File: config.mk
export PLATFORM = sky130hd
export DESIGN_NAME = sorted_insert_two_way_merge_unit
export DESIGN_NICKNAME = d
export VERILOG_FILES = /design/src/hdl/sitwm_pkg.sv /design/src/hdl/sitwm_ctrl.sv /design/src/hdl/sitwm_dpath.sv /design/src/hdl/sorted_insert_two_way_merge_unit.sv
export VERILOG_INCLUDE_DIRS = /design/src /design/src/hdl
export SDC_FILE = /design/constraint.sdc
export NUM_CORES = 2
export LEC_CHECK = 0
export ABC_AREA = 1
export BUFFER_PORTS_ARGS = -buffer_cell sky130_fd_sc_hd__buf_4
export CAP_MARGIN = 20
export CORE_MARGIN = 1.5
export CORE_UTILIZATION = 45
export CTS_CLUSTER_SIZE = 20
export DETAILED_ROUTE_END_ITERATION = 7
export GPL_TIMING_DRIVEN = 0
export PLACE_DENSITY = 0.58
export SYNTH_ARGS = -nofsm -noshare
export SYNTH_HDL_FRONTEND = slang
export SYNTH_SLANG_ARGS = --single-unit
File: constraint.sdc
create_clock -name aclk -period 5.08 [get_ports aclk]
set_input_delay 0 -clock aclk [delete_from_list [all_inputs] [get_ports aclk]]
set_output_delay 0 -clock aclk [all_outputs]
set_load 0.01 [all_outputs]
File: src/hdl/sorted_insert_two_way_merge_unit_macros.svh
// Assertion helpers for the sorted insert / merge unit.
`ifndef SORTED_INSERT_TWO_WAY_MERGE_UNIT_MACROS_SVH
`define SORTED_INSERT_TWO_WAY_MERGE_UNIT_MACROS_SVH

// Same-cycle implication, checked outside reset.
`define SITWM_ASSERT_IMP(label, clk, rst_n, ante, cons) \
    label: assert property (@(posedge clk) disable iff (!rst_n) (ante) |-> (cons)) \
        else $error("sitwm: same-cycle check failed");

// Next-cycle implication, checked outside reset.
`define SITWM_ASSERT_NEXT(label, clk, rst_n, ante, cons) \
    label: assert property (@(posedge clk) disable iff (!rst_n) (ante) |=> (cons)) \
        else $error("sitwm: next-cycle check failed");

`endif

File: src/hdl/sitwm_pkg.sv
`default_nettype none

package sitwm_pkg;

    localparam int VALUE_W = 32;

    typedef enum logic [2:0] {
        OP_INS_A  = 3'd0,
        OP_INS_B  = 3'd1,
        OP_EMIT_A = 3'd2,
        OP_EMIT_B = 3'd3,
        OP_EMIT_M = 3'd4
    } op_t;

    typedef enum logic [2:0] {
        ST_IDLE,
        ST_INS_RD,
        ST_INS_CMP,
        ST_INS_PUT,
        ST_INS_DONE,
        ST_EM_RD,
        ST_EM_OUT
    } state_t;

    // controller -> datapath
    typedef struct packed {
        logic accept;       // capture the incoming item
        logic rd_ins;       // read entry j-1 of the target store
        logic rd_em;        // read both heads
        logic ins_step;     // move entry j-1 up to j, j--
        logic ins_put;      // write the value at j, bump count
        logic status_load;  // load insert status into output register
        logic em_out;       // load chosen head into output register, advance
    } cmd_t;

    // datapath -> controller
    typedef struct packed {
        op_t  in_op;
        logic in_full;      // target store of incoming insert is full
        logic in_empty;     // target store of incoming insert is empty
        logic in_none;      // incoming emit has nothing to stream
        logic rd_greater;   // entry j-1 > value
        logic j_is_one;
        logic em_last;      // head being emitted is the final one
        logic out_free;     // output register can take an item
    } sts_t;

endpackage

`default_nettype wire

File: src/hdl/sitwm_ctrl.sv
`default_nettype none

module sitwm_ctrl
    import sitwm_pkg::*;
(
    input  wire logic aclk,
    input  wire logic aresetn,
    input  wire logic s_tvalid,
    output logic      s_tready,
    input  wire sts_t sts,
    output cmd_t      cmd
);

    state_t state_reg, state_next;

    always_ff @(posedge aclk) begin
        if (!aresetn) begin
            state_reg <= ST_IDLE;
        end else begin
            state_reg <= state_next;
        end
    end

    always_comb begin
        state_next = state_reg;
        cmd        = '0;
        s_tready   = 1'b0;
        case (state_reg)
            ST_IDLE: begin
                s_tready   = 1'b1;
                cmd.accept = s_tvalid;
                if (s_tvalid) begin
                    case (sts.in_op) inside
                        OP_INS_A, OP_INS_B: begin
                            if (sts.in_full) begin
                                state_next = ST_INS_DONE;
                            end else if (sts.in_empty) begin
                                state_next = ST_INS_PUT;
                            end else begin
                                state_next = ST_INS_RD;
                            end
                        end
                        OP_EMIT_A, OP_EMIT_B, OP_EMIT_M: begin
                            if (!sts.in_none) begin
                                state_next = ST_EM_RD;
                            end
                        end
                        default: state_next = ST_IDLE;  // unused codes dropped
                    endcase
                end
            end
            ST_INS_RD: begin
                cmd.rd_ins = 1'b1;
                state_next = ST_INS_CMP;
            end
            ST_INS_CMP: begin
                if (sts.rd_greater) begin
                    cmd.ins_step = 1'b1;
                    state_next   = sts.j_is_one ? ST_INS_PUT : ST_INS_RD;
                end else begin
                    state_next = ST_INS_PUT;
                end
            end
            ST_INS_PUT: begin
                cmd.ins_put = 1'b1;
                state_next  = ST_INS_DONE;
            end
            ST_INS_DONE: begin
                if (sts.out_free) begin
                    cmd.status_load = 1'b1;
                    state_next      = ST_IDLE;
                end
            end
            ST_EM_RD: begin
                cmd.rd_em  = 1'b1;
                state_next = ST_EM_OUT;
            end
            ST_EM_OUT: begin
                if (sts.out_free) begin
                    cmd.em_out = 1'b1;
                    state_next = sts.em_last ? ST_IDLE : ST_EM_RD;
                end
            end
            default: state_next = ST_IDLE;
        endcase
    end

endmodule

`default_nettype wire

File: src/hdl/sitwm_dpath.sv
`default_nettype none

module sitwm_dpath
    import sitwm_pkg::*;
#(
    parameter int DEPTH = 16
) (
    input  wire logic        aclk,
    input  wire logic        aresetn,
    input  wire logic [39:0] s_tdata,
    input  wire cmd_t        cmd,
    output sts_t             sts,
    output logic             m_tvalid,
    input  wire logic        m_tready,
    output logic [39:0]      m_tdata,
    output logic             m_tuser,
    output logic             m_tlast
);

    localparam int IW = (DEPTH > 1) ? $clog2(DEPTH) : 1;
    localparam int CW = $clog2(DEPTH + 1);

    logic [VALUE_W-1:0] mem_a [DEPTH];
    logic [VALUE_W-1:0] mem_b [DEPTH];

    logic [CW-1:0] count_a_reg, count_b_reg;
    logic [CW-1:0] j_reg, ia_reg, ib_reg, lim_a_reg, lim_b_reg;
    logic signed [VALUE_W-1:0] val_reg, rd_a_reg, rd_b_reg;
    logic sel_b_reg, full_reg;

    logic out_valid_reg, out_is_data_reg, out_full_reg, out_last_reg;
    logic [VALUE_W-1:0] out_value_reg;

    op_t                       in_op;
    logic signed [VALUE_W-1:0] in_value;
    logic [CW-1:0]             in_cnt, in_lim_a, in_lim_b, jm1, ia_inc, ib_inc;
    logic [IW-1:0]             addr_a, addr_b;
    logic signed [VALUE_W-1:0] rd_sel, wr_data, head;
    logic                      we_a, we_b, a_done, b_done, take_b;

    assign in_op    = op_t'(s_tdata[2:0]);
    assign in_value = s_tdata[34:3];
    assign in_cnt   = (in_op == OP_INS_B) ? count_b_reg : count_a_reg;
    assign in_lim_a = (in_op == OP_EMIT_A || in_op == OP_EMIT_M) ? count_a_reg : '0;
    assign in_lim_b = (in_op == OP_EMIT_B || in_op == OP_EMIT_M) ? count_b_reg : '0;

    assign jm1    = j_reg - CW'(1);
    assign ia_inc = ia_reg + CW'(1);
    assign ib_inc = ib_reg + CW'(1);
    assign addr_a = cmd.rd_ins ? jm1[IW-1:0] : ia_reg[IW-1:0];
    assign addr_b = cmd.rd_ins ? jm1[IW-1:0] : ib_reg[IW-1:0];

    assign rd_sel  = sel_b_reg ? rd_b_reg : rd_a_reg;
    assign wr_data = cmd.ins_put ? val_reg : rd_sel;
    assign we_a    = (cmd.ins_step || cmd.ins_put) && !sel_b_reg;
    assign we_b    = (cmd.ins_step || cmd.ins_put) && sel_b_reg;

    // merge pick: tie goes to B
    assign a_done = (ia_reg == lim_a_reg);
    assign b_done = (ib_reg == lim_b_reg);
    assign take_b = a_done || (!b_done && !(rd_b_reg > rd_a_reg));
    assign head   = take_b ? rd_b_reg : rd_a_reg;

    always_comb begin
        sts.in_op      = in_op;
        sts.in_full    = (in_cnt == CW'(DEPTH));
        sts.in_empty   = (in_cnt == '0);
        sts.in_none    = (in_lim_a == '0) && (in_lim_b == '0);
        sts.rd_greater = (rd_sel > val_reg);
        sts.j_is_one   = (j_reg == CW'(1));
        sts.em_last    = take_b ? ((ib_inc == lim_b_reg) && a_done)
                                : ((ia_inc == lim_a_reg) && b_done);
        sts.out_free   = !out_valid_reg || m_tready;
    end

    // store memories: one write, one registered read each
    always_ff @(posedge aclk) begin
        if (we_a) begin
            mem_a[j_reg[IW-1:0]] <= wr_data;
        end
        if (we_b) begin
            mem_b[j_reg[IW-1:0]] <= wr_data;
        end
        if (cmd.rd_ins || cmd.rd_em) begin
            rd_a_reg <= mem_a[addr_a];
            rd_b_reg <= mem_b[addr_b];
        end
    end

    always_ff @(posedge aclk) begin
        if (!aresetn) begin
            count_a_reg <= '0;
            count_b_reg <= '0;
        end else if (cmd.ins_put) begin
            if (sel_b_reg) begin
                count_b_reg <= count_b_reg + CW'(1);
            end else begin
                count_a_reg <= count_a_reg + CW'(1);
            end
        end
    end

    always_ff @(posedge aclk) begin
        if (cmd.accept) begin
            val_reg   <= in_value;
            sel_b_reg <= (in_op == OP_INS_B);
            full_reg  <= (in_cnt == CW'(DEPTH));
            j_reg     <= in_cnt;
            ia_reg    <= '0;
            ib_reg    <= '0;
            lim_a_reg <= in_lim_a;
            lim_b_reg <= in_lim_b;
        end else begin
            if (cmd.ins_step) begin
                j_reg <= jm1;
            end
            if (cmd.em_out) begin
                if (take_b) begin
                    ib_reg <= ib_inc;
                end else begin
                    ia_reg <= ia_inc;
                end
            end
        end
    end

    // output register
    always_ff @(posedge aclk) begin
        if (!aresetn) begin
            out_valid_reg <= 1'b0;
        end else if (cmd.status_load || cmd.em_out) begin
            out_valid_reg <= 1'b1;
        end else if (m_tready) begin
            out_valid_reg <= 1'b0;
        end
    end

    always_ff @(posedge aclk) begin
        if (cmd.status_load) begin
            out_is_data_reg <= 1'b0;
            out_value_reg   <= '0;
            out_full_reg    <= full_reg;
            out_last_reg    <= 1'b1;
        end else if (cmd.em_out) begin
            out_is_data_reg <= 1'b1;
            out_value_reg   <= head;
            out_full_reg    <= 1'b0;
            out_last_reg    <= sts.em_last;
        end
    end

    assign m_tvalid = out_valid_reg;
    assign m_tdata  = {7'd0, out_full_reg, out_value_reg};
    assign m_tuser  = out_is_data_reg;
    assign m_tlast  = out_last_reg;

endmodule

`default_nettype wire

File: src/hdl/sorted_insert_two_way_merge_unit.sv
`default_nettype none
// Two ascending sorted stores, A and B, of DEPTH signed 32-bit values each.
// Operation codes: 0 insert A, 1 insert B, 2 emit A, 3 emit B, 4 emit the
// two-way merge (on equal heads B goes first); codes 5 to 7 are swallowed
// with no result. An insert lands just before the first strictly greater
// entry, so equal values keep arrival order, and returns one status item
// (tuser = 0, tlast = 1, store_full set when the store was full and the
// value dropped). An emit returns the values as data items (tuser = 1)
// with tlast on the final one; an empty emit returns nothing and leaves
// the stores untouched. One item is worked at a time. Each store has a
// single read port with registered data, so an insert walks down from
// the top entry by entry: it reads an entry, then compares it and moves
// it up if it is strictly greater, and at last writes the value and
// returns the status; a dropped insert goes straight to its status.
// An emit takes the item, then per value reads the heads and loads the
// chosen one into the output register; an empty emit or an unused code
// is only taken. An output stall holds back the status and each data
// item. Store contents need no clearing after reset; only the counts reset.

`include "sorted_insert_two_way_merge_unit_macros.svh"

module sorted_insert_two_way_merge_unit
    import sitwm_pkg::*;
#(
    parameter int DEPTH = 16
) (
    input  wire logic        aclk,
    input  wire logic        aresetn,
    // input items
    input  wire logic        s_tvalid,
    output logic             s_tready,
    input  wire logic [39:0] s_tdata,   // [2:0] operation, [34:3] value, rest zero
    // result items
    output logic             m_tvalid,
    input  wire logic        m_tready,
    output logic [39:0]      m_tdata,   // [31:0] result_value, [32] store_full, rest zero
    output logic             m_tuser,   // [0] is_data
    output logic             m_tlast
);

    cmd_t cmd;
    sts_t sts;

    // sequencer: decides the walk of an insert and the pace of an emit
    sitwm_ctrl u_ctrl (
        .aclk     (aclk),
        .aresetn  (aresetn),
        .s_tvalid (s_tvalid),
        .s_tready (s_tready),
        .sts      (sts),
        .cmd      (cmd)
    );

    // stores, counts, indices, merge compare and output register
    sitwm_dpath #(
        .DEPTH (DEPTH)
    ) u_dpath (
        .aclk     (aclk),
        .aresetn  (aresetn),
        .s_tdata  (s_tdata),
        .cmd      (cmd),
        .sts      (sts),
        .m_tvalid (m_tvalid),
        .m_tready (m_tready),
        .m_tdata  (m_tdata),
        .m_tuser  (m_tuser),
        .m_tlast  (m_tlast)
    );

    // an accepted insert keeps the input closed in the next cycle
    `SITWM_ASSERT_NEXT(a_ins_busy, aclk, aresetn,
        s_tvalid && s_tready && (s_tdata[2:1] == 2'b00), !s_tready)

    // the output register is never overwritten while it holds an untaken item
    `SITWM_ASSERT_IMP(a_out_no_clobber, aclk, aresetn,
        cmd.status_load || cmd.em_out, sts.out_free)

    // no output load happens while the input side is open
    `SITWM_ASSERT_IMP(a_load_not_idle, aclk, aresetn,
        cmd.status_load || cmd.em_out, !s_tready)

endmodule

`default_nettype wire

==> results.sh <==
export IMPL_clock_latency_ps=760
export IMPL_synth_edf_count=1138
export IMPL_netlist_top_cells_area="edfxtp_1, nor2_1, o21ai_0, mux2i_1, dfxtp_1"
export IMPL_min_from="s_tdata[8]"
export IMPL_io_pins=88
export IMPL_core_area_sq_um=109000
export IMPL_ys_ff_latch=1196
export IMPL_startpoint="u_dpath.sel_b_reg"
export IMPL_place_gp_congestion=0.978
export IMPL_drt_iter0_drc=4189
export IMPL_rrSetupSlack_ps=360
export IMPL_grt_pass1_vias=31462
export IMPL_antenna_found_initial=0
export IMPL_setup_tns_ps=0
export IMPL_drt_pass1_iterations=6
export IMPL_critPathKind="flip-flop to flip-flop"
export IMPL_leakage_nw=20.4
export IMPL_fmax_mhz=212
export IMPL_drc_errors=0
export IMPL_period_minus_slack_ps=4720
export IMPL_synth_cell_types=47
export IMPL_root_buffer="clkbuf_16"
export IMPL_die_y_um=333
export IMPL_grt_usage_pct=27.2
export IMPL_setup_viol=0
export IMPL_cts_buffers_inserted=130
export IMPL_area_delta_synth_final_pct=18.4
export IMPL_detail_route_wl_per_cell_um=27.0
export IMPL_hpwlAfterDp_um=104000
export IMPL_final_nets=4224
export IMPL_tritoncts="done"
export IMPL_dieWidth_um=333
export IMPL_slew_viol_final=0
export IMPL_rows=121
export IMPL_yosysSeqAreaShare_pct=71.9
export IMPL_num_vias=33059
export IMPL_start_util_pct=45.3
export IMPL_rsz0062_at_grt="false"
export IMPL_cts_sinks=1196
export IMPL_design_die_area_sq_um=111000
export IMPL_synth_cells=3734
export IMPL_status="complete, no violations"
export IMPL_maxSlewHeadroom_pct=19.9
export IMPL_cp_start_kind="flip-flop"
export IMPL_clock_skew_final_ps=30.1
export IMPL_yosysWarnings=0
export IMPL_grt_ovfl_total=0
export IMPL_power_density_nw_per_um2=422
export IMPL_maxCapViolCount=0
export IMPL_cp_end_kind="flip-flop"
export IMPL_synth_area_sq_um=49200
export IMPL_wl_um=152000
export IMPL_ant_nets=0
export IMPL_hold_viol=0
export IMPL_hp_class="input pin to flip-flop"
export IMPL_cp_max_fo=17
export IMPL_grt_max_degree=33
export IMPL_crit_arrival_ps=5200
export IMPL_timing_hold_ws_ps=39.1
export IMPL_grt_pass1_wl_um=217000
export IMPL_postSynthAreaPerCell_sq_um=13.2
export IMPL_synth_area_leader_cell="edfxtp_1"
export IMPL_drive_above_1_share_pct=12.2
export IMPL_synth_flop_cell="edfxtp_1"
export IMPL_peakVddDrop_v=0.000352
export IMPL_vias_per_cell=5.88
export IMPL_cp_required_ps=5560
export IMPL_clkTransAtPathRegs_ps=60
export IMPL_r2r_start="u_dpath.sel_b_reg"
export IMPL_worst_slew_pin_transition_ps=1200
export IMPL_power_mw=24.6
export IMPL_min_period_over_period_pct=93.0
export IMPL_synth_top_cell_area_share_pct=69.5
export IMPL_io_buffers=74
export IMPL_async_flop_share_pct=0
export IMPL_htree_levels=4
export IMPL_cts_max_path_buffers=3
-- Yosys cell counts (5+ instances only) --
cell type	instances
o32ai_1	127
clkbuf_1	133
ha_1	73
xor2_1	15
mux2i_1	130
nand3_1	82
buf_2	72
buf_1	5
inv_1	161
nor3_1	9
edfxtp_1	1138
xnor2_1	7
o21ai_1	35
nand2_1	291
buf_4	24
dfxtp_1	58
o211ai_1	106
o221ai_1	97
inv_2	8
a21oi_1	47
o22ai_1	33
nor2_1	632
o21ai_0	384
nand4_1	31
-- area by class of cell --
type	instances	area, sq um
clock inverter	43	350
fill	8932	50300
buffer	240	1140
timing repair buffer	235	2900
tap	1414	1770
sequential	1196	35300
multi-input combinational	2133	12500
clock buffer	187	3580
inverter	171	643
antenna	1	2.50
-- worst paths after layout --
path / endpoint / cells after the start
min reg2reg: u_dpath.count_b_reg[3] / 1
min: u_dpath.val_reg[5] / 2
max: u_dpath.mem_a[12][12] / 17
max reg2reg: u_dpath.mem_a[12][12] / 17
-- through the flow --
step / setup WS, ps / cell area, sq um / util [%] / cells
after floorplan: 856 / 49200 / - / 3740
after global placement: -2890 / 51500 / 47.4 / 5228
after detailed placement: -622 / 53200 / 49.0 / 5294
after CTS: 21.7 / 58200 / 53.6 / 5616
after global routing: 163 / 58200 / 53.6 / 5619
final: 358 / 58200 / 53.6 / 5620
-- layer usage --
layer	up-vias	wire, um	global-route usage, %
li1	14674	-	-
met1	16465	67500	40.7
met4	0	4250	8.87
met2	1682	66300	40.2
met5	-	0	0
met3	238	13600	4.52
-- report_power, final --
group	switching (mW)	total (mW)	internal (mW)	leakage [nW]
Sequential	0.148	11.6	11.4	10.8
Combinational	2.93	4.10	1.17	7.71
Clock	3.85	8.92	5.07	1.90
Total	6.93	24.6	17.6	20.4
-- cells by family after synthesis --
kind of cell,count (synthesis),synth area share [%]
other cells,1,0.00763
simple gates,1058,8.59
buf+inv,411,3.61
xor+xnor,22,0.392
flops,1196,71.9
compound gates,843,11.0
fa+ha+maj,73,1.86
mux,130,2.65
-- cells in the final DEF (no fill, tap or decap), types with 8 or more instances in the layout --
| cell type | instances |
|---|---|
| inv_1 | 161 |
| dlygate4sd3_1 | 74 |
| buf_16 | 15 |
| nor2_1 | 599 |
| nand2_1 | 289 |
| edfxtp_1 | 1138 |
| o22ai_1 | 33 |
| o32ai_1 | 127 |
| buf_12 | 39 |
| buf_8 | 24 |
| ha_1 | 73 |
| nor3_1 | 9 |
| clkbuf_16 | 135 |
| xor2_1 | 15 |
| nand3_1 | 82 |
| buf_4 | 110 |
| clkinv_2 | 10 |
| clkbuf_1 | 178 |
| o21ai_2 | 27 |
| mux2i_1 | 130 |
| nand4_1 | 31 |
| o21ai_1 | 35 |
| buf_2 | 71 |
| nor2_4 | 33 |
| o21ai_0 | 352 |
| inv_2 | 8 |
| dfxtp_1 | 58 |
| o221ai_1 | 97 |
| clkinv_1 | 20 |
| a21oi_1 | 47 |
| o211ai_1 | 106 |
-- critical path, stage by stage, from the launching register on --
cell and delay [ps]:
edfxtp_1 430, clkbuf_2 280, clkbuf_2 300, nand2_1 100
o21ai_0 130, ha_1 330, nand2_1 60, nor2_1 130
nand4_1 240, nor4_2 430, nand4_1 360, nand4_1 240
nand2_1 110, nand2_2 330, buf_2 500, nor2_4 100
buf_16 180, buf_16 170
-- timing repair --
action | CTS | global route
setup endpoints to repair | 895 | 911
hold endpoints to repair | 65 | 0
pin swaps | 16 | 2
setup buffers | 18 | 3
gates resized for setup | 3 | 12
hold buffers | 74 | 0
Note: power is estimated with default switching activity, not from simulation.
